==> config.mk <==
export PLATFORM = sky130hd
export DESIGN_NAME = gmps_front
export DESIGN_NICKNAME = d
export VERILOG_FILES = /design/src/rtl/gmps_pkg.sv /design/src/rtl/gmps_front.sv
export SDC_FILE = /design/constraint.sdc
export NUM_CORES = 1
export LEC_CHECK = 0
export ABC_AREA = 1
export BUFFER_PORTS_ARGS = -buffer_cell sky130_fd_sc_hd__buf_2
export CORE_ASPECT_RATIO = 0.6
export CORE_MARGIN = 4
export CORE_UTILIZATION = 23
export DETAILED_ROUTE_END_ITERATION = 12
export SLEW_MARGIN = 10
export SYNTH_ARGS = -nofsm -noshare
export SYNTH_HDL_FRONTEND = slang
export SYNTH_SLANG_ARGS = --single-unit
==> constraint.sdc <==
create_clock -name clk -period 2.47 [get_ports clk]
set_input_delay 0.247 -clock clk [delete_from_list [all_inputs] [get_ports clk]]
set_output_delay 0.247 -clock clk [all_outputs]
set_load 0.03 [all_outputs]
==> src/rtl/gmps_pkg.sv <==
// Package for the grid minimum path sum block.
// Holds sizes, queue geometry, work and result item types, and helper
// functions shared by the front, back and queue modules. No dependencies.
`default_nettype none
package gmps_pkg;

  localparam int MAX_COLUMNS = 1024;
  localparam int MAX_ROWS    = 1024;

  localparam int SIZE_W    = 11;
  localparam int COL_W     = (MAX_COLUMNS > 1) ? $clog2(MAX_COLUMNS) : 1;
  localparam int ROW_W     = (MAX_ROWS > 1) ? $clog2(MAX_ROWS) : 1;
  localparam int CELL_W    = 16;
  localparam int COST_W    = 32;
  localparam int CFG_IDX_W = 4;

  localparam int Q_DEPTH = 4;
  localparam int Q_AW    = $clog2(Q_DEPTH);
  localparam int Q_CW    = $clog2(Q_DEPTH + 1);

  localparam logic [COST_W-1:0] COST_MAX = {COST_W{1'b1}};

  typedef enum logic [CFG_IDX_W-1:0] {
    REG_ROW_COUNT    = CFG_IDX_W'(0),
    REG_COLUMN_COUNT = CFG_IDX_W'(1)
  } cfg_reg_t;

  typedef struct packed {
    logic [CELL_W-1:0] weight;
    logic [COL_W-1:0]  col;
    logic              first_row;
    logic              first_col;
    logic              is_final;
  } work_t;

  typedef struct packed {
    logic [COST_W-1:0] cost;
    logic              is_final;
  } result_t;

  function automatic logic [SIZE_W-1:0] clamp_size(input logic [SIZE_W-1:0] v,
                                                   input logic [SIZE_W-1:0] limit);
    logic [SIZE_W-1:0] r;
    r = v;
    if (v == '0) begin
      r = SIZE_W'(1);
    end else if (v > limit) begin
      r = limit;
    end
    return r;
  endfunction

  function automatic logic [COST_W-1:0] sat_add(input logic [COST_W-1:0] a,
                                                input logic [CELL_W-1:0] b);
    logic [COST_W:0] s;
    s = {1'b0, a} + (COST_W + 1)'(b);
    return s[COST_W] ? COST_MAX : s[COST_W-1:0];
  endfunction

endpackage
`default_nettype wire

==> src/rtl/gmps_front.sv <==
// Front end: size registers, row/column tracking, classification of cells.
// Depends on gmps_pkg (work_t, clamp_size, register codes).
`default_nettype none
module gmps_front (
  input  wire logic                           clk,
  input  wire logic                           rst_n,
  input  wire logic                           cfg_valid,
  output logic                                cfg_ready,
  input  wire logic [gmps_pkg::CFG_IDX_W-1:0] cfg_index,
  input  wire logic [gmps_pkg::SIZE_W-1:0]    cfg_data,
  input  wire logic                           in_push,
  output logic                                in_full,
  input  wire logic [gmps_pkg::CELL_W-1:0]    in_cell_value,
  output logic                                wq_push,
  output gmps_pkg::work_t                     wq_data,
  input  wire logic                           wq_full
);
  import gmps_pkg::*;

  logic [SIZE_W-1:0] row_cnt_r, col_cnt_r;
  logic [ROW_W-1:0]  row_r, row_nxt;
  logic [COL_W-1:0]  col_r, col_nxt;
  logic              acc, cfg_wr, cfg_restart, last_col, last_row;
  logic [SIZE_W-1:0] row_p1, col_p1;

  assign cfg_ready   = 1'b1;
  assign cfg_wr      = cfg_valid && cfg_ready;
  assign cfg_restart = cfg_wr && ((cfg_index == REG_ROW_COUNT) ||
                                  (cfg_index == REG_COLUMN_COUNT));
  assign in_full     = wq_full;
  assign acc         = in_push && !wq_full;
  assign wq_push     = acc;

  assign row_p1   = SIZE_W'(row_r) + SIZE_W'(1);
  assign col_p1   = SIZE_W'(col_r) + SIZE_W'(1);
  assign last_col = (col_p1 >= col_cnt_r);
  assign last_row = (row_p1 >= row_cnt_r);

  always_comb begin
    wq_data.weight    = in_cell_value;
    wq_data.col       = col_r;
    wq_data.first_row = (row_r == '0);
    wq_data.first_col = (col_r == '0);
    wq_data.is_final  = (row_p1 == row_cnt_r) && (col_p1 == col_cnt_r);
  end

  always_comb begin
    row_nxt = row_r;
    col_nxt = col_r;
    if (cfg_restart) begin
      row_nxt = '0;
      col_nxt = '0;
    end else if (acc) begin
      if (last_col) begin
        col_nxt = '0;
        row_nxt = last_row ? '0 : row_p1[ROW_W-1:0];
      end else begin
        col_nxt = col_p1[COL_W-1:0];
      end
    end
  end

  always_ff @(posedge clk) begin
    if (!rst_n) begin
      row_cnt_r <= SIZE_W'(1);
      col_cnt_r <= SIZE_W'(1);
      row_r     <= '0;
      col_r     <= '0;
    end else begin
      row_r <= row_nxt;
      col_r <= col_nxt;
      if (cfg_wr) begin
        unique case (cfg_index)
          REG_ROW_COUNT: begin
            row_cnt_r <= clamp_size(cfg_data, SIZE_W'(MAX_ROWS));
          end
          REG_COLUMN_COUNT: begin
            col_cnt_r <= clamp_size(cfg_data, SIZE_W'(MAX_COLUMNS));
          end
          default: begin
          end
        endcase
      end
    end
  end

  a_col_in_range: assert property (@(posedge clk) disable iff (!rst_n)
    SIZE_W'(col_r) < col_cnt_r) else $error("column index beyond column count");

  a_row_in_range: assert property (@(posedge clk) disable iff (!rst_n)
    SIZE_W'(row_r) < row_cnt_r) else $error("row index beyond row count");

  a_final_wraps: assert property (@(posedge clk) disable iff (!rst_n)
    (acc && wq_data.is_final && !cfg_wr) |=> (row_r == '0 && col_r == '0))
    else $error("grid did not restart after final cell");

endmodule
`default_nettype wire

### Yosys cells after proc, flatten, opt, wreduce, memory -nomap -nowiden

Index checks and enable logic that the tools add are counted.

* register bits: 42
* latch bits: 0
* RAM bits: 0
* bits in read-only memories: 0
* input port bits: 36
* memories: 0

* $add $sub $neg: 2
* multipliers: 0
* divide/modulo/power cells: 0
* $lt $le $gt $ge: 3
* equal/unequal tests: 3
* shifts and indexed selects: 0
* multiplexer cells: 4
* bitwise operators: 1
* reductions and logical operators: 13

Operators by type and width (number)
* 10-bit by 1-bit adder with 11-bit output (second input constant): 2
* 11-bit == test: 2
* 11-bit greater-or-equal comparator: 2
* 11-bit 2-to-1 mux: 2
* 10-bit logical NOT: 2
* 10-bit 2-to-1 mux: 2
* 11-bit > comparator (second input constant): 1
* 11-bit logical NOT: 1
* 2-bit AND reduction: 3
* 4-bit by 1-bit == test with 1-bit output (second input constant): 1
* 4-bit logical NOT: 1
* 1-bit logical AND: 3
* 2-bit OR reduction: 1
* 1-bit logical NOT: 1
* 1-bit logical OR: 1
* 1-bit inverter: 1

### Logic depth before layout (Yosys ltp)

Gate-level depths: netlist of the first run.

* depth in word-level cells: 4
* mapped depth: 18
* gate-level depth less buffers: 18

### Worst setup path after synthesis of the first run

OpenSTA, ideal clock, no wires.

* path type: register to output
* start: register col_r[0]
* end: output wq_data[0] (netlist name)
* arrival time: 2266 ps
* data required time: 2223 ps
* path slack: -43 ps
* stages on the path, launching flop included: 11
* path through: dfxtp_1 ha_1 nand2_1 inv_1 nand3_1 xor2_1 ha_1 nand2_1 nor2_4 nand3_1 nor2_1

RTL lines
* start, declared: RTL line gmps_front.sv:22 `logic [COL_W-1:0] col_r, col_nxt;`
* start signal, assigned: RTL line gmps_front.sv:71 `col_r <= col_nxt;`
* end, declared: RTL line gmps_front.sv:15 `output gmps_pkg::work_t wq_data,`

==> metrics.txt, run 1 <==
Worst Hold Depth=3; Startpoint Class=flop; 1st-iter DRT viols=242; Final Non-Filler Cells=650; Top cell by count, worst path=inv_2; Area Growth Syn to Fin=31.7%; Worst-path clk slew=0.06 ns; H-tree levels=2; via/cell ratio=4.44; CP Capture Type=output port; max-slew violations=0; largest net degree at the start of global routing=22; Net Count, Synth=503; family with the most delay on the worst path=simple AND/OR/NAND/NOR gates; # IOs=68; Setup violations, final=1; Worst-Skew Late Latency=0.29 ns; wire per inst=12.7 microns; number of nets in the layout=546; CTS max path bufs=2; Die Wd=153 microns; TritonCTS Sinks=42; worst hold endpoint=col_cnt_r[7]; status=finished with violations; P per Cell Area=571 nW/um^2; share of post-route cells with drive strength above 1=0.311; max-cap violations=0; GRT Overall Usage=0.105; WP data required=2.22 ns; detailed-route via count=2888; placed cells=624; leakage power=1.83 nW; grt ovf=0; RSZ-0062 raised after global routing=yes; Mapped Cells=441; initial antenna violation count=0; worst reg2reg endpoint=row_r[1]; critical-path cell list=ha_4 -> nand2_4 -> nor2_4 -> inv_2 -> o21ai_4 -> inv_2 -> ha_4 -> nand2_1 -> inv_2 -> nand3_4 -> nor2_4 -> nand4_1 -> nor2_2 -> buf_6; largest stage delay on the critical path=0.38 ns; Final WS setup=-0.0678 ns; number of flops mapped to enable cells by yosys=0; n_diodes=0; worst hold path type=in -> reg; Synth async-reset ratio=0; min-delay src=cfg_data[7]; Worst Reg-to-Reg Cells=17; 1st-pass router iterations=5; RR Startpoint=col_r[1]; maximum VDD drop=247 uV; hold buffer count at cts=0; Hold Fails Final Rpt=0; CTS root buffer=clkbuf_16; Avg Cell Area, Syn=6.61 sq um; fmax=394 MHz; Core Rows=31; DP Worst Slack=-0.0694 ns; Synth area leader=dfxtp_1; post-route ant nets=0; Final min period=2.54 ns; r2r setup slk=0.05 ns; # port buffers=34; Synth Register Bits=42; WP buf/inv=4; Die ar.=14600 sq um; register area share after synthesis=0.288; clk_skew=0.00596 ns; final period utilization=1.03; CTS tree=done; initial core utilization=0.239; Synthesis Warnings=0; Cell variety after synth=29; vias in the first global route=2512; Die Ht=95.2 microns; Crit path arrival time=2.29 ns; Total Power=0.00219 W; core region area=12200 sq um; Residual DRC=0; ys flop type=dfxtp_1; CTS Buf Count=5; hpwl dp=5920 microns; peak fanout along the critical path=3; failing checks=negative setup slack; largest cells by area after synthesis=dfxtp_1, nand2_1, ha_1; first-pass GRT wire length=12300 microns; Max stage delay cell, worst path=dfxtp_4; post-synth top area share=0.288; Placer Congestion=0.821; Worst Path Class, Setup=reg -> out; Routed WL=8280 microns; Syn Std Cell Area=2920 sq um
## cells in the final DEF (no fill, tap or decap), types with 3 or more instances in the layout
master     count
ha_1          22
nor3_1         4
dfxtp_4        7
a21oi_1       30
ha_4           4
xor2_2         3
o21ai_0       31
nor2_4         6
nand2_1       73
inv_2          7
nand4_1        4
nor2_2        12
nand3_1       11
buf_2         33
nand3_2        4
nand2_2       16
nor2_1        49
nand3_4        6
buf_4         23
inv_1         67
clkbuf_16      7
nand2_4        6
dfxtp_2        4
dfxtp_1       31
## sequential cells by signal, summed over array words and instances, names as in the netlist
name and cells:
col_cnt_r 11, col_r 10, row_cnt_r 11, row_r 10
## cells by family (layout without fill, tap and decap cells)
| group | after synthesis | count (layout) | share of synthesized area |
|---|---|---|---|
| AO/OA/AOI/OAI | 68 | 68 | 0.118 |
| XOR/XNOR | 6 | 6 | 0.0180 |
| adder cells (fa/ha/maj) | 26 | 26 | 0.112 |
| buffers and inverters | 101 | 144 | 0.160 |
| flip-flops | 42 | 42 | 0.288 |
| multiplexers | 2 | 2 | 0.00686 |
| other | 1 | 1 | 0.00129 |
| AND/OR/NAND/NOR | 195 | 196 | 0.296 |
## Yosys cell counts (4+ instances only)
| master | n |
|---|---|
| nand2_1 | 88 |
| inv_1 | 72 |
| nor2_1 | 60 |
| dfxtp_1 | 42 |
| a21oi_1 | 32 |
| o21ai_0 | 31 |
| ha_1 | 26 |
| buf_4 | 21 |
| nand3_1 | 16 |
| nand2_2 | 5 |
| nor2_2 | 5 |
| nor3_1 | 5 |
| xor2_1 | 5 |
| nand3_2 | 4 |
| nand4_1 | 4 |
## worst max-delay path by stage
stage / startpoint / to / slack (ns) / cells after the start
2_1_floorplan: col_r[1] / row_r[1] / 0.01 / 16
3_3_place_gp: row_r[1] / wq_data[0] / -0.01 / 14
3_5_place_dp: row_r[1] / wq_data[0] / -0.07 / 14
4_1_cts: row_r[1] / wq_data[0] / -0.07 / 13
5_1_grt: row_r[1] / wq_data[0] / -0.20 / 14
6_report: row_r[1] / wq_data[0] / -0.07 / 14
## power by group
| group | leakage [nW] | switching, W | internal [W] | total, W |
|---|---|---|---|---|
| Combinational | 1.41 | 0.000476 | 0.000287 | 0.000763 |
| Sequential | 0.348 | 0.0000369 | 0.000710 | 0.000747 |
| Clock | 0.0729 | 0.000281 | 0.000401 | 0.000682 |
## worst register-to-register path: stages (launching register included)
cell       delay, ns
dfxtp_4         0.39
ha_4            0.16
nand2_4         0.07
inv_6           0.08
nand3_4         0.08
xor2_2          0.17
ha_1            0.32
nand2_2         0.07
nor2_4          0.14
nand2_2         0.07
nor2_2          0.13
nand2_2         0.08
nand3_2         0.10
nand2_4         0.10
clkbuf_16       0.19
nand2_2         0.05
nand2_1         0.05
nor2_1          0.10
## per-layer routing
metal / vias up / part of all wire / wire [microns] / global-route usage
li1: 1451 / - / - / -
met1: 1345 / 0.52 / 4280 / 0.160
met2: 87 / 0.40 / 3350 / 0.148
met3: 5 / 0.068 / 561 / 0.0268
met4: 0 / 0.010 / 84 / 0.0242
met5: - / 0 / 0 / 0
## through the flow
step                area [sq um]  setup TNS, ns   util  hold WS, ns
finish                      3840        -0.0678  0.314        0.242
global route                3840         -0.933  0.314        0.256
CTS                         3510        -0.0728  0.287        0.244
detailed placement          3200        -0.0826  0.262        0.468
global placement            3200        -0.0123  0.262        0.462
floorplan                   2920              0      -        0.410
## area by class of cell
class	count	area, sq um
fill	1289	8380
multi-input combinational	299	1890
sequential	42	872
timing repair buffer	61	430
inverter	75	287
tap	165	206
clock buffer	6	139
clock inverter	2	12.5
## repair_timing
action / in CTS / in global routing
pin swaps: 8 / 32
buffers inserted: 6 / 9
gates resized for setup: 29 / 57
setup endpoints to repair: 11 / 21
gates cloned: 0 / 3
No activity file was read; power rests on OpenSTA's default activity.
==> run 2: changes to the inputs <==
CORE_UTILIZATION = 45   (was 23)
PLACE_DENSITY = 0.69   (was unset)
==> run 2 against run 1 <==
The flow still finishes with violations (negative setup slack); first-iteration DRC count is 28% lower; core utilization is 26 points higher; die area is 46% lower; largest power group is now registers; highest routed layer unchanged.
==> metrics.txt, run 2 (synthesis gave the netlist of run 1 again) <==
initial antenna violation count=0 (unchanged); TritonCTS Sinks=42 (unchanged); number of nets in the layout=540 (-1.1%); Die Ht=70.4 microns (-26%); CTS root buffer=clkbuf_8; Worst Tran Pin Value=0.526 ns; Worst Hold Depth=3 (unchanged); # port buffers=34 (unchanged); CTS max path bufs=2 (unchanged); core region area=6190 sq um (-49%); Worst-Skew Late Latency=0.30 ns (about the same); r2r setup slk=0.06 ns (about the same); peak fanout along the critical path=3 (unchanged); # IOs=68 (unchanged); Crit path arrival time=2.29 ns (about the same); Placed Instance Area=3080 sq um (-3.9%); 1st-pass router iterations=5 (unchanged); Die ar.=7880 sq um (-46%); commonest non-fill, non-tap cell in the layout=nand2_1; leakage power=1.74 nW (-4.9%); hpwl dp=5660 microns (-4.5%); clk_skew=0.0143 ns (+0.00836 ns); max-slew violations=0 (unchanged); Hold Fails Final Rpt=0 (unchanged); Worst Path Class, Setup=reg -> out; DP Worst Slack=-0.0883 ns (-0.0189 ns); wire per inst=14.0 microns (+10%); Final Non-Filler Cells=563 (-13%); RR Startpoint=col_r[6]; largest net degree at the start of global routing=22 (unchanged); fmax=394 MHz (about the same); status=finished with violations; most frequent cells in the layout=nand2_1, inv_1, nor2_1, dfxtp_1, buf_2; CP Capture Type=output port; setup TNS=-0.0691 ns (-0.00131 ns); RSZ-0062 raised after global routing=yes; max-cap violations=0 (unchanged); final period utilization=1.03 (about the same); worst hold endpoint=col_cnt_r[4]; Die Wd=112 microns (-27%); Startpoint Class=flop; placed cells=540 (-13%); Total Power=0.00203 W (-7.4%); initial core utilization=0.471 (+0.232); CTS tree=done; Final WS setup=-0.0691 ns (-0.00131 ns); maximum VDD drop=314 uV (+27%); post-route ant nets=0 (unchanged); Area Growth Syn to Fin=22.7%; share of post-route cells with drive strength above 1=0.278 (-0.0337); n_diodes=0 (unchanged); Residual DRC=0 (unchanged); worst hold path type=in -> reg; Final min period=2.54 ns (+0.00131 ns); Largest regs=col_cnt_r: 11 flops, row_cnt_r: 11 flops; failing checks=negative setup slack; P per Cell Area=567 nW/um^2 (-0.61%); Worst Reg-to-Reg Cells=16 (-1); detailed-route via count=2807 (-2.8%); GRT Overall Usage=0.190 (+0.0845); H-tree levels=2 (unchanged); CTS Buf Count=5 (unchanged); Design Area, Final=3580 sq um (-6.8%); Routed WL=7900 microns (-4.6%); grt ovf=0 (unchanged); hold buffer count at cts=0 (unchanged); Worst-path clk slew=0.09 ns (+0.03 ns); via/cell ratio=4.99 (+12%); Placer Congestion=0.933 (+14%); 1st-iter DRT viols=174 (-28%); Setup violations, final=1 (unchanged); vias in the first global route=2514 (+0.080%); Core Rows=22 (-29%); min-delay src=cfg_data[4]; Slew headroom=0.648; worst reg2reg endpoint=row_r[2]; WP data required=2.22 ns (about the same); first-pass GRT wire length=12100 microns (-2.0%)
[run 2: cell count changes in the layout (fill, tap and decap cells not counted), sizes merged]
cell / before / now
clkinv: 1 / 0
clkinvlp: 1 / 0
bufinv: 0 / 1
buf: 59 / 54
[run 2: layer usage]
| layer | wire, microns | vias up | GRT usage |
|---|---|---|---|
| li1 | - | 1432 | - |
| met1 | 4100 | 1268 | 0.295 |
| met2 | 3140 | 93 | 0.266 |
| met3 | 597 | 14 | 0.0381 |
| met4 | 63 | 0 | 0.0373 |
| met5 | 0 | - | 0 |
[run 2: area by class of cell]
type | instances | area (sq um)
timing repair buffer | 55 | 372
fill | 571 | 2610
clock buffer | 7 | 76.3
tap | 84 | 105
multi-input combinational | 299 | 1850
clock inverter | 1 | 30.0
sequential | 42 | 867
inverter | 75 | 284
[run 2: what timing repair did]
action,in CTS,in global routing
buffers inserted,8,5
pin swaps,11,18
resized for setup,30,40
gates cloned,0,2
setup endpoints to repair,11,21
[run 2: worst max path at each step]
stage	from	to	slack (ns)	cells past startpoint
after floorplan	col_r[1]	row_r[1]	0.01	16
after global placement	row_r[0]	wq_data[0]	-0.02	14
after detailed placement	row_r[0]	wq_data[0]	-0.09	14
after CTS	row_r[1]	wq_data[0]	-0.08	13
after global routing	row_r[1]	wq_data[0]	-0.21	14
final	row_r[1]	wq_data[0]	-0.07	14
[run 2: worst max-delay path, cell delays in order, from the launching register on]
cell	delay (ns)
dfxtp_4	0.38
ha_4	0.15
nand2_4	0.06
nor2_4	0.15
inv_2	0.09
o21ai_4	0.18
inv_2	0.07
ha_4	0.27
nand2_1	0.06
inv_2	0.06
nand3_2	0.08
nor2_2	0.11
nand4_1	0.10
nor2_2	0.11
buf_6	0.14
[run 2: per-stage QoR]
step	hold WS [ns]	utilization
global route	0.245	0.578
CTS	0.239	0.542
global placement	0.450	0.497
detailed placement	0.459	0.497
floorplan	0.410	-
finish	0.248	0.578
[run 2: report_power, final]
| group | total (W) | internal (W) | switching [W] |
|---|---|---|---|
| clock network | 0.000545 | 0.000303 | 0.000242 |
| registers | 0.000745 | 0.000710 | 0.0000346 |
| logic | 0.000740 | 0.000275 | 0.000465 |
| total | 0.00203 | 0.00129 | 0.000742 |
