==> config.mk <==
export PLATFORM = sky130hd
export DESIGN_NAME = gmps_outq
export DESIGN_NICKNAME = d
export VERILOG_FILES = /design/src/rtl/gmps_pkg.sv /design/src/rtl/gmps_outq.sv
export SDC_FILE = /design/constraint.sdc
export NUM_CORES = 1
export LEC_CHECK = 0
export BUFFER_PORTS_ARGS = -buffer_cell sky130_fd_sc_hd__buf_4
export CAP_MARGIN = 5
export CORE_MARGIN = 1
export CORE_UTILIZATION = 40
export DETAILED_ROUTE_END_ITERATION = 6
export PLACE_DENSITY = 0.62
export SETUP_SLACK_MARGIN = 0.05
export SLEW_MARGIN = 20
export SYNTH_ARGS = -nofsm -noshare
export SYNTH_HDL_FRONTEND = slang
export SYNTH_SLANG_ARGS = --single-unit
export TNS_END_PERCENT = 1
==> constraint.sdc <==
create_clock -name clk -period 2.9 [get_ports clk]
set_input_delay 0.29 -clock clk [delete_from_list [all_inputs] [get_ports clk]]
set_output_delay 0.29 -clock clk [all_outputs]
set_load 0.01 [all_outputs]
==> src/rtl/gmps_pkg.sv <==
// Package for the grid minimum path sum block.
// Holds sizes, queue geometry, work and result item types, and helper
// functions shared by the front, back and queue modules. No dependencies.
`default_nettype none
package gmps_pkg;

  localparam int MAX_COLUMNS = 1024;
  localparam int MAX_ROWS    = 1024;

  localparam int SIZE_W    = 11;
  localparam int COL_W     = (MAX_COLUMNS > 1) ? $clog2(MAX_COLUMNS) : 1;
  localparam int ROW_W     = (MAX_ROWS > 1) ? $clog2(MAX_ROWS) : 1;
  localparam int CELL_W    = 16;
  localparam int COST_W    = 32;
  localparam int CFG_IDX_W = 4;

  localparam int Q_DEPTH = 4;
  localparam int Q_AW    = $clog2(Q_DEPTH);
  localparam int Q_CW    = $clog2(Q_DEPTH + 1);

  localparam logic [COST_W-1:0] COST_MAX = {COST_W{1'b1}};

  typedef enum logic [CFG_IDX_W-1:0] {
    REG_ROW_COUNT    = CFG_IDX_W'(0),
    REG_COLUMN_COUNT = CFG_IDX_W'(1)
  } cfg_reg_t;

  typedef struct packed {
    logic [CELL_W-1:0] weight;
    logic [COL_W-1:0]  col;
    logic              first_row;
    logic              first_col;
    logic              is_final;
  } work_t;

  typedef struct packed {
    logic [COST_W-1:0] cost;
    logic              is_final;
  } result_t;

  function automatic logic [SIZE_W-1:0] clamp_size(input logic [SIZE_W-1:0] v,
                                                   input logic [SIZE_W-1:0] limit);
    logic [SIZE_W-1:0] r;
    r = v;
    if (v == '0) begin
      r = SIZE_W'(1);
    end else if (v > limit) begin
      r = limit;
    end
    return r;
  endfunction

  function automatic logic [COST_W-1:0] sat_add(input logic [COST_W-1:0] a,
                                                input logic [CELL_W-1:0] b);
    logic [COST_W:0] s;
    s = {1'b0, a} + (COST_W + 1)'(b);
    return s[COST_W] ? COST_MAX : s[COST_W-1:0];
  endfunction

endpackage
`default_nettype wire

==> src/rtl/gmps_outq.sv <==
// Four-entry result queue that drives the output channel.
// Depends on gmps_pkg (result_t, queue geometry).
`default_nettype none
module gmps_outq (
  input  wire logic              clk,
  input  wire logic              rst_n,
  input  wire logic              push,
  input  wire gmps_pkg::result_t push_data,
  output logic                   full,
  input  wire logic              pop,
  output gmps_pkg::result_t      pop_data,
  output logic                   empty
);
  import gmps_pkg::*;

  result_t           mem [Q_DEPTH];
  logic [Q_AW-1:0]   wr_ptr_r, rd_ptr_r;
  logic [Q_CW-1:0]   cnt_r, cnt_nxt;
  logic              wr_en, rd_en;

  assign full     = (cnt_r == Q_CW'(Q_DEPTH));
  assign empty    = (cnt_r == '0);
  assign wr_en    = push && !full;
  assign rd_en    = pop && !empty;
  assign pop_data = mem[rd_ptr_r];

  always_comb begin
    cnt_nxt = cnt_r;
    if (wr_en && !rd_en) begin
      cnt_nxt = cnt_r + Q_CW'(1);
    end else if (rd_en && !wr_en) begin
      cnt_nxt = cnt_r - Q_CW'(1);
    end
  end

  always_ff @(posedge clk) begin
    if (!rst_n) begin
      wr_ptr_r <= '0;
      rd_ptr_r <= '0;
      cnt_r    <= '0;
    end else begin
      cnt_r <= cnt_nxt;
      if (wr_en) begin
        wr_ptr_r <= wr_ptr_r + Q_AW'(1);
      end
      if (rd_en) begin
        rd_ptr_r <= rd_ptr_r + Q_AW'(1);
      end
    end
  end

  always_ff @(posedge clk) begin
    if (wr_en) begin
      mem[wr_ptr_r] <= push_data;
    end
  end

endmodule
`default_nettype wire

Word-level counts from Yosys, hierarchy flattened

Memories as Yosys holds them, arrays and structs flattened. A register that Yosys moved wholly into a read port is not among the register bits.
Cells that the tools add are included.

Register bits: 7
RAM bits: 132
Output and inout port bits: 35
Logic and storage cells: 25
Memories kept: 1

Memory list:

| name | depth | bits a word | rd ports | clocked after memory_dff | write ports | RTL line        | source |
|---|---|---|---|---|---|---|---|
| mem  | 4     | 33          | 1        | 1                        | 1           | gmps_outq.sv:16 | `result_t mem [Q_DEPTH];` |

$add $sub $neg: 4
Equality and inequality tests: 1
Multiplexer cells: 6
Reductions and logical operators: 10

Operator list:

| kind                  | count |
|---|---|
| $mux W3               | 2 |
| $add A2 B1 Y2 const B | 2 |
| $logic_and A1 B1 Y1   | 4 |
| $logic_not A1 Y1      | 4 |
| $mux W2               | 2 |
| $add A3 B1 Y3 const B | 1 |
| $eq A3 B3 Y1 const B  | 1 |
| $logic_not A3 Y1      | 1 |
| $sub A3 B1 Y3 const B | 1 |
| $mux W1               | 2 |
| $reduce_bool A2 Y1    | 1 |

Logic depth before layout (Yosys ltp)

Gate-level depths: netlist (run 1).

Word-level depth: 7
Mapped depth: 9
Depth with buffers taken out: 8

Least setup slack after synthesis (run 1)

Ideal clock, no wire load.

Path type: register to register
From: register cnt_r[0]
To: register cnt_r[2]
Arrival time: 1.996 ns
Slack: 0.829 ns
Cell stages (with the launch flop): 10
Path buffers: 1
Clock period less this slack: 2.071 ns
Cell sequence: dfxtp_1 > nor3b_2 > nor2b_1 > buf_6 > ha_1 > inv_1 > fa_1 > xor2_1 > or3_1 > a21boi_0

Word-level cells in the longest chain between the ends: 6

Ends and longest elaborated chain:

| item                                | RTL line        | source |
|---|---|---|
| start: declaration                  | gmps_outq.sv:18 | `logic [Q_CW-1:0] cnt_r, cnt_nxt;` |
| start signal: assignment            | gmps_outq.sv:42 | `cnt_r <= cnt_nxt;` |
| $eq A3 B3 Y1 *                      | gmps_outq.sv:21 | `assign full = (cnt_r == Q_CW'(Q_DEPTH));` |
| via full                            | gmps_outq.sv:9  | `output logic full,` |
| $logic_not A1 Y1 *                  | gmps_outq.sv:23 | `assign wr_en = push && !full;` |
| $logic_and A1 B1 Y1 *               | gmps_outq.sv:23 |  |
| via wr_en                           | gmps_outq.sv:19 | `logic wr_en, rd_en;` |
| $logic_not A1 Y1                    | gmps_outq.sv:31 | `end else if (rd_en && !wr_en) begin` |
| $logic_and A1 B1 Y1                 | gmps_outq.sv:31 |  |
| $reduce_bool A2 Y1 (no source line) | --              |  |

Mark *: on every way through the listed nets, which the timed path passes. The rest lies on a longest branch. The select of a mux whose other input is x is not followed.
A chain may end at the register's enable or synchronous reset.

==> flow_summary.ini, run 1 <==
[critical_path]
end_kind = primary output
r2r-end = cnt_r[2]
worstReg2RegStart = cnt_r[0]
crit_type = reg2out
crit_end = pop_data[18]
rrSetupSlack_ns = 0.72
cp.arrival_ns = 2.09
slowest_delay_ns = 0.66
path_cells = buf_12 -> mux4_1 -> buf_4
critPathSlowestCell = dfxtp_2
critPathLaunchType = flop
path_buf_inv = 2
required_ns = 2.61
path_delay_family = flip-flops
reg2regPathDepth = 9
worstPathMaxFanout = 14
path_depth = 3

[drt]
wl_per_cell_um = 18.5
antenna_left = 0
vias = 2441
drt-initial-drc-count = 155
via_per_inst = 4.91
drc = 0
drtPass1Iterations = 4
wirelength_mm = 9.21

[layout]
area_growth_pct = 26.2
nets = 355
fin_cells = 497
drive_gt1_share_pct = 46.2
diodes = 0

[place]
dp_hpwl_mm = 5.83
dp.cells = 465
port_buffers = 71
place_congestion = 0.680

[sta]
maxSlewViolCount = 0
slew_headroom_pct = 63.4
rsz0062_at_grt = false
layout_min_cycle_time_ns = 2.38
post-route-period-util_pct = 82.0
hold_violations = 0
fmaxAchievable_mhz = 421
tns_ns = 0
setup_viol = 0
worstMarginPinSlew_ns = 0.550
finClkSkew_ns = 0.00473

[synth]
yosysUniqueCellTypes = 24
synth_most_common_cell = edfxtp_1
synth_area_leaders = edfxtp_1, mux4_2, dfxtp_1, mux4_1, ha_1
async_flop_share_pct = 0
synth_top_area_share_pct = 74.8
yosysWarningCount = 0
ys.flop_type = edfxtp_1
synth_area_um2 = 5300
synth_edf_count = 132
ys_seq_area_share_pct = 78.2
syn_nets = 264
synth-seq-cells = 141
synth_cells = 221
synth_common_cells = edfxtp_1, mux4_2, dfxtp_1
syn_area_per_cell_um2 = 24.0
yosysTopAreaCell = edfxtp_1

[global_routing]
grt_max_degree = 24
grt_use_total_pct = 14.6
antenna_found_initial = 0
grt_pass1_wl_mm = 13.9
grt_pass1_vias = 2550
grt.overflow.total = 0

[pwr]
intPower_mw = 4.71
pwr_density_cell_nw_per_um2 = 937
p_leak_nw = 2.32
switching_share_pct = 24.8
p_comb_share_pct = 22.3
netSwitchingPower_mw = 1.55
pwr-share-seq_pct = 41.9
p_clk_share_pct = 35.8
peakVddDrop_uv = 410

[die]
die_area_um2 = 13700
start_util_pct = 41.5
die-height_um = 117
rows = 41
boundaryPins = 72
core_um2 = 12800
die_w_um = 117

[clocking]
cts_resized = 0
cts_buffers = 17
cts_sinks = 141
hold_buffers = 0
h-tree-depth = 4
clk_pin_slew_worst_paths_ns = 0.06
cts_setup_buffers = 0
ctsRootBufferMaster = clkbuf_16
insertion_delay_ns = 0.40
cts_tree = yes
ctsLongestPathBuffers = 2

[run_status]
status = finished clean

[job]
max_cap_viol_count = 0

[min_path]
holdCritPathClass = in2reg
worst register-to-register path, delay by kind of cell (launching register included):
family | cells | cell delay (ns)
AOI/OAI and AO/OA | 1 | 0.17
xor gates and xnor gates | 1 | 0.18
adders and majority gates | 2 | 0.56
buffers and inverters | 2 | 0.22
DFF | 1 | 0.48
and+or+nand+nor | 3 | 0.51
cells by family (layout without fill, tap and decap cells):
family	after synthesis	after routing	share of synthesized area (%)
AND/OR/NAND/NOR	17	17	1.91
buffers and inverters	13	117	2.20
adder cells (fa/ha/maj)	6	6	1.56
flip-flops	141	141	78.2
multiplexers	36	36	14.8
XOR/XNOR	4	4	0.661
AO/OA/AOI/OAI	4	4	0.638
flip-flops by register name, indices dropped and copies added, names as in the netlist, named ones only:
register  flops
wr_ptr_r      2
rd_ptr_r      2
mem         132
cnt_r         3
power by group through the flow:
stage               Clock [mW]  Sequential [mW]  Combinational, mW
floorplan                    0             2.58              0.945
global placement             0             2.66               1.42
detailed placement           0             2.67               1.43
CTS                       2.29             2.63               1.44
global route              2.37             2.66               1.53
finish                    2.24             2.62               1.40
layout make-up:
| class | instances | area, um2 |
|---|---|---|
| inverters | 3 | 11.3 |
| clock inverters | 15 | 194 |
| multi-input cells | 67 | 1040 |
| clock buffers | 17 | 425 |
| fillers | 1009 | 6090 |
| flip-flops and latches | 141 | 4150 |
| repair buffers | 82 | 653 |
| well taps | 172 | 215 |
layout by cell type (no fill, tap or decap), types with 3 or more instances in the layout:
cell       count
edfxtp_1     132
buf_4         79
mux4_2        30
clkbuf_16     17
dfxtp_1        7
ha_1           5
and2_2         4
and2_1         4
nand2_1        4
bufinv_16      4
inv_1          3
mux4_1         3
xnor2_1        3
mux2i_1        3
inv_6          3
clkinv_2       3
buf_12         3
metal layers:
metal	part of all wire [%]	GRT usage (%)	vias to the layer above	wire length, um
met3	5.0	4.43	7	462
met4	0.92	5.32	0	85
li1	-	-	1102	-
met5	0	0	-	0
met1	43	19.2	1250	3950
met2	51	23.1	82	4720
stage by stage:
| stage | cell area (um2) | power (mW) | worst slack, ns | util, % | hold slack [ns] |
|---|---|---|---|---|---|
| global route | 6690 | 6.56 | 0.356 | 52.4 | 0.0659 |
| floorplan | 5300 | 3.52 | 0.829 | - | 0.389 |
| global placement | 6070 | 4.08 | 0.818 | 47.5 | 0.486 |
| detailed placement | 6070 | 4.10 | 0.709 | 47.5 | 0.496 |
| finish | 6690 | 6.27 | 0.522 | 52.4 | 0.0838 |
| CTS | 6690 | 6.36 | 0.435 | 52.4 | 0.0641 |
worst min path at each step:
stage | start | cells past startpoint | to | slack (ns)
6_report | push_data[7] | 1 | mem[2][7] | 0.08
5_1_grt | push_data[15] | 1 | mem[2][15] | 0.07
4_1_cts | push_data[0] | 1 | mem[1][0] | 0.06
3_5_place_dp | push_data[0] | 1 | mem[1][0] | 0.50
3_3_place_gp | wr_ptr_r[1] | 2 | wr_ptr_r[1] | 0.49
2_1_floorplan | push_data[0] | 0 | mem[0][0] | 0.39
Note: power is estimated with default switching activity, not from simulation.
==> inputs of run 2 (changes only) <==
--- a/config.mk
+++ b/config.mk
@@ -10,7 +10,7 @@
 export CORE_MARGIN = 1
 export CORE_UTILIZATION = 40
 export DETAILED_ROUTE_END_ITERATION = 6
-export PLACE_DENSITY = 0.62
+export PLACE_DENSITY = 0.64
 export SETUP_SLACK_MARGIN = 0.05
 export SLEW_MARGIN = 20
 export SYNTH_ARGS = -nofsm -noshare
==> constraint.sdc (replaced) <==
create_clock -name clk -period 2.04 [get_ports clk]
set_input_delay 0.204 -clock clk [delete_from_list [all_inputs] [get_ports clk]]
set_output_delay 0.204 -clock clk [all_outputs]
set_load 0.01 [all_outputs]
==> run 2 against run 1 <==
  * Critical path depth grew 4
  * Final cell count up 7.4%
  * Cell area up 6.3%
  * First-iteration DRC count increased by 63%
==> flow_summary.ini, run 2 (synthesis results as in run 1) <==
[sta]
finClkSkew_ns = 0.00897
hold_violations = 0
tns_ns = 0
timing.final.ws_setup_ns = 0.0676
rsz0062_at_grt = true
setup_viol = 0
maxSlewViolCount = 0
post-route-period-util_pct = 96.7
layout_min_cycle_time_ns = 1.97
fmaxAchievable_mhz = 507
worstMarginPinSlew_ns = 0.330
slew_headroom_pct = 78.0
holdWs_ns = 0.0913

[pwr]
netSwitchingPower_mw = 2.21
power.total_mw = 8.95
pwr_density_cell_nw_per_um2 = 1260
p_leak_nw = 2.46
intPower_mw = 6.74
p_clk_share_pct = 33.3
pwr-share-seq_pct = 41.2
peakVddDrop_uv = 769
switching_share_pct = 24.7
p_comb_share_pct = 25.5

[critical_path]
path_cells = o31ai_4 -> ha_2 -> inv_1 -> fa_2 -> xor2_2 -> or3_1 -> a21boi_1
worstPathMaxFanout = 6
critPathLaunchType = flop
end_kind = flop
path_delay_family = adder cells
required_ns = 2.37
slowest_delay_ns = 0.37
crit_type = reg2reg
cp.arrival_ns = 2.31
critPathSlowestCell = dfxtp_2
path_buf_inv = 1

[layout]
area_growth_pct = 34.2
regMostFlops = mem
largest_reg_flops = 132
regArea_um2 = 4160
fin_cells = 534
diodes = 0
multi_input_area_um2 = 1070
reg.largest.list = mem (132), cnt_r (3)
drive_gt1_share_pct = 44.2
nets = 392
post-route-util_pct = 55.7
layout_common_cells = edfxtp_1, buf_4, dlygate4sd3_1, mux4_2, clkbuf_16
fill_cells = 968
design_area_um2 = 7110
final_common_cell = edfxtp_1

[clocking]
ctsLongestPathBuffers = 2
h-tree-depth = 4
cts_sinks = 141
ctsRootBufferMaster = clkbuf_16
insertion_delay_ns = 0.41
clk_pin_slew_worst_paths_ns = 0.06
cts_tree = yes
cts_buffers = 17

[job]
max_cap_viol_count = 0

[drt]
wirelength_mm = 9.58
drt-initial-drc-count = 252
vias = 2554
via_per_inst = 4.78
drtPass1Iterations = 4
antenna_left = 0
drc = 0
wl_per_cell_um = 17.9

[place]
dp_slack_ns = 0.00555
port_buffers = 71
dp_hpwl_mm = 5.52
place_congestion = 0.689
dp.cells = 467
placed_area_um2 = 6130

[die]
die_w_um = 117
die-height_um = 117
core_um2 = 12800
boundaryPins = 72
start_util_pct = 41.5
die_area_um2 = 13700
rows = 41

[min_path]
holdCritPathClass = in2reg

[global_routing]
grt_use_total_pct = 15.7
grt_pass1_wl_mm = 14.6
grt_max_degree = 26
antenna_found_initial = 0
grt.overflow.total = 0
grt_pass1_vias = 2676

[run_status]
status = finished clean
## run 2: changes by cell type in the layout (fill, tap and decap cells not counted), sizes merged, moves of 3 or more
cell / change
buf: +3
dlygate4sd3: +33
clkinvlp: +3
inv: -3
## run 2: final timing paths
kind,start,to,slack [ns],cells past startpoint
max,cnt_r[1],cnt_r[2],0.07,7
max reg2reg,cnt_r[1],cnt_r[2],0.07,7
min reg2reg,wr_ptr_r[0],wr_ptr_r[0],0.51,2
min,rst_n,rd_ptr_r[0],0.09,2
## run 2: area by class of cell
cell class | count | area share (%)
clock buffers | 18 | 6.04
flip-flops and latches | 141 | 58.4
multi-input cells | 67 | 15.0
inverters | 3 | 0.158
repair buffers | 119 | 15.2
clock inverters | 14 | 2.13
well taps | 172 | 3.03
## run 2: power groups by stage
stage | Combinational (mW) | Clock, mW | Sequential (mW)
after floorplan | 1.35 | 0 | 3.67
after detailed placement | 2.17 | 0 | 3.73
after CTS | 2.31 | 3.07 | 3.68
after global routing | 2.48 | 3.17 | 3.72
final | 2.28 | 2.98 | 3.69
after global placement | 2.14 | 0 | 3.70
## run 2: repair_timing
action                     in CTS  in global routing
resized for setup               2                  6
pin swaps                       1                  1
cloned                          1                  0
setup buffers                   0                  1
setup endpoints to repair       2                 25
hold buffers                   33                  0
hold endpoints to repair      132                  0
## run 2: routing by layer
layer,global-route usage [%],wire length [um],up-vias
met4,7.34,140,0
met1,18.9,4200,1307
met3,5.51,414,11
met2,25.5,4820,60
met5,0,0,-
li1,-,-,1176
==> inputs of run 3 (changes only) <==
--- a/config.mk
+++ b/config.mk
@@ -5,6 +5,7 @@
 export SDC_FILE = /design/constraint.sdc
 export NUM_CORES = 1
 export LEC_CHECK = 0
+export ABC_AREA = 1
 export BUFFER_PORTS_ARGS = -buffer_cell sky130_fd_sc_hd__buf_4
 export CAP_MARGIN = 5
 export CORE_MARGIN = 1
==> run 3 against run 2 <==
  * Wire length increased by 15%
  * Fmax increased by 2.3%
  * Critical path type is now reg2out
  * Die area increased by 2.1%
  * Largest power group unchanged
  * Critical path depth decreased by 2
==> flow_summary.ini, run 3 <==
[min_path]
holdCritPathClass = in2reg
hold_depth = 1
min_to = mem[2][22]
min_from = push_data[22]

[die]
die-height_um = 118
die_area_um2 = 14000
start_util_pct = 41.0
die_w_um = 118
boundaryPins = 72
rows = 42
core_um2 = 13200

[clocking]
insertion_delay_ns = 0.41
cts_sinks = 141
cts_tree = yes
clk_pin_slew_worst_paths_ns = 0.06
h-tree-depth = 4
cts_setup_buffers = 0
cts_buffers = 17
ctsRootBufferMaster = clkbuf_16
ctsLongestPathBuffers = 2

[pwr]
peakVddDrop_uv = 590
switching_share_pct = 29.2
p_clk_share_pct = 33.9
p_leak_nw = 2.59
pwr-share-seq_pct = 41.0
power.total_mw = 8.83
intPower_mw = 6.25
p_comb_share_pct = 25.1
pwr_density_cell_nw_per_um2 = 1250
netSwitchingPower_mw = 2.58

[sta]
maxSlewViolCount = 0
post-route-period-util_pct = 94.5
fmaxAchievable_mhz = 518
setup_viol = 0
worstMarginPinSlew_ns = 0.357
hold_violations = 0
finClkSkew_ns = 0.0125
slew_headroom_pct = 76.2
layout_min_cycle_time_ns = 1.93
rsz0062_at_grt = true

[synth]
synth_area_um2 = 5410
ys.flop_type = edfxtp_1
yosysWarningCount = 0
synth_most_common_cell = edfxtp_1
synth_common_cells = edfxtp_1, nor2_1, o21ai_0
syn_area_per_cell_um2 = 13.9
yosysUniqueCellTypes = 20
synth-seq-cells = 141
synth_area_leaders = edfxtp_1, nor2_1, o21ai_0, o22ai_1, dfxtp_1
yosysTopAreaCell = edfxtp_1
ys_seq_area_share_pct = 76.6
synth_cells = 389
async_flop_share_pct = 0
syn_nets = 432
synth_edf_count = 132
synth_top_area_share_pct = 73.3

[critical_path]
reg2regPathDepth = 13
end_kind = primary output
cp.arrival_ns = 1.72
r2r-end = cnt_r[2]
critPathLaunchType = flop
worstPathMaxFanout = 18
path_cells = inv_2 -> buf_4 -> o21ai_1 -> o22ai_1 -> buf_4
path_delay_family = buffers and inverters
required_ns = 1.84
rrSetupSlack_ns = 0.23
crit_type = reg2out
slowest_delay_ns = 0.32
path_common_cell = buf_4
path_buf_inv = 3
critPathSlowestCell = dfxtp_1
worstReg2RegStart = cnt_r[0]

[global_routing]
grt_use_total_pct = 16.8
grt.overflow.total = 0
grt_pass1_vias = 3451
antenna_found_initial = 0
grt_max_degree = 37
grt_pass1_wl_mm = 17.6

[drt]
drtPass1Iterations = 4
vias = 3454
antenna_left = 0
wirelength_mm = 11.0
drt-initial-drc-count = 180
via_per_inst = 4.96
wl_per_cell_um = 15.8
drc = 0

[place]
place_congestion = 0.745
port_buffers = 71
dp.cells = 632
dp_hpwl_mm = 6.46
placed_area_um2 = 6150

[layout]
diodes = 0
regArea_um2 = 4150
fill_cells = 1115
design_area_um2 = 7060
regMostFlops = mem
layout_common_cells = edfxtp_1, buf_4, nor2_1, o21ai_0, o22ai_1
area_growth_pct = 30.5
fin_cells = 696
multi_input_area_um2 = 1060
drive_gt1_share_pct = 24.2
post-route-util_pct = 53.5
reg.largest.list = mem (132), cnt_r (3)
largest_reg_flops = 132
nets = 550
final_common_cell = edfxtp_1

[run_status]
status = finished clean

[job]
max_cap_viol_count = 0
run 3: changes by cell type after synthesis, sizes merged, moves of 4 or more:
cell / before / now
and2: 8 / 0
nand2: 4 / 15
mux4: 33 / 0
o21ai: 1 / 67
inv: 3 / 18
buf: 8 / 17
nand3: 0 / 4
nor2: 0 / 80
o22ai: 0 / 33
run 3: area by class of cell:
type	count	area share, %
multi-input combinational	210	15.0
tap	176	3.12
inverter	18	0.957
sequential	141	58.8
clock inverter	15	2.25
timing repair buffer	119	13.8
clock buffer	17	6.03
run 3: worst max path at each step:
stage / start / end / slack, ns / depth (start not counted)
2_1_floorplan: cnt_r[0] / mem[0][0] / -0.44 / 4
3_3_place_gp: cnt_r[0] / cnt_r[2] / 0.27 / 13
3_5_place_dp: cnt_r[0] / cnt_r[2] / 0.18 / 13
4_1_cts: flop / pop_data[32] / 0.1 / 4
5_1_grt: flop / pop_data[14] / 0.02 / 5
6_report: flop / pop_data[7] / 0.11 / 5
run 3: power by group through the flow:
stage / Clock, mW / Sequential, mW / Combinational [mW]
after floorplan: 0 / 3.67 / 1.29
after global placement: 0 / 3.67 / 2.16
after detailed placement: 0 / 3.68 / 2.19
after CTS: 3.06 / 3.62 / 2.25
after global routing: 3.18 / 3.65 / 2.46
final: 2.99 / 3.62 / 2.22
run 3: what timing repair did:
| action | in CTS | in global routing |
|---|---|---|
| hold endpoints to repair | 127 | 0 |
| setup endpoints to repair | 0 | 6 |
| hold buffers | 32 | 0 |
| resized for setup | 0 | 4 |
run 3: cell families (layout without fill, tap and decap cells):
group	after synthesis	after routing	share of synthesized area (%)
AO/OA/AOI/OAI	103	103	10.3
buffers and inverters	38	169	4.30
AND/OR/NAND/NOR	100	100	7.10
adder cells (fa/ha/maj)	6	6	1.53
flip-flops	141	141	76.6
XOR/XNOR	1	1	0.162
run 3: layer usage:
| layer | track usage (%) | vias up | wire length, um | part of all wire [%] |
|---|---|---|---|---|
| met5 | 0 | - | 0 | 0 |
| met4 | 5.05 | 0 | 47 | 0.43 |
| met3 | 4.10 | 4 | 547 | 5.0 |
| met2 | 28.8 | 89 | 5540 | 50 |
| met1 | 20.9 | 1698 | 4850 | 44 |
| li1 | - | 1663 | - | - |
run 3: metrics by stage:
stage | setup slack (ns) | hold slack (ns) | TNS (ns)
after floorplan | -0.439 | 0.303 | -57.92
after global routing | 0.0164 | 0.000144 | 0
final | 0.111 | 0.0249 | 0
after global placement | 0.275 | 0.406 | 0
after CTS | 0.0982 | 0.00120 | 0
after detailed placement | 0.180 | 0.410 | 0
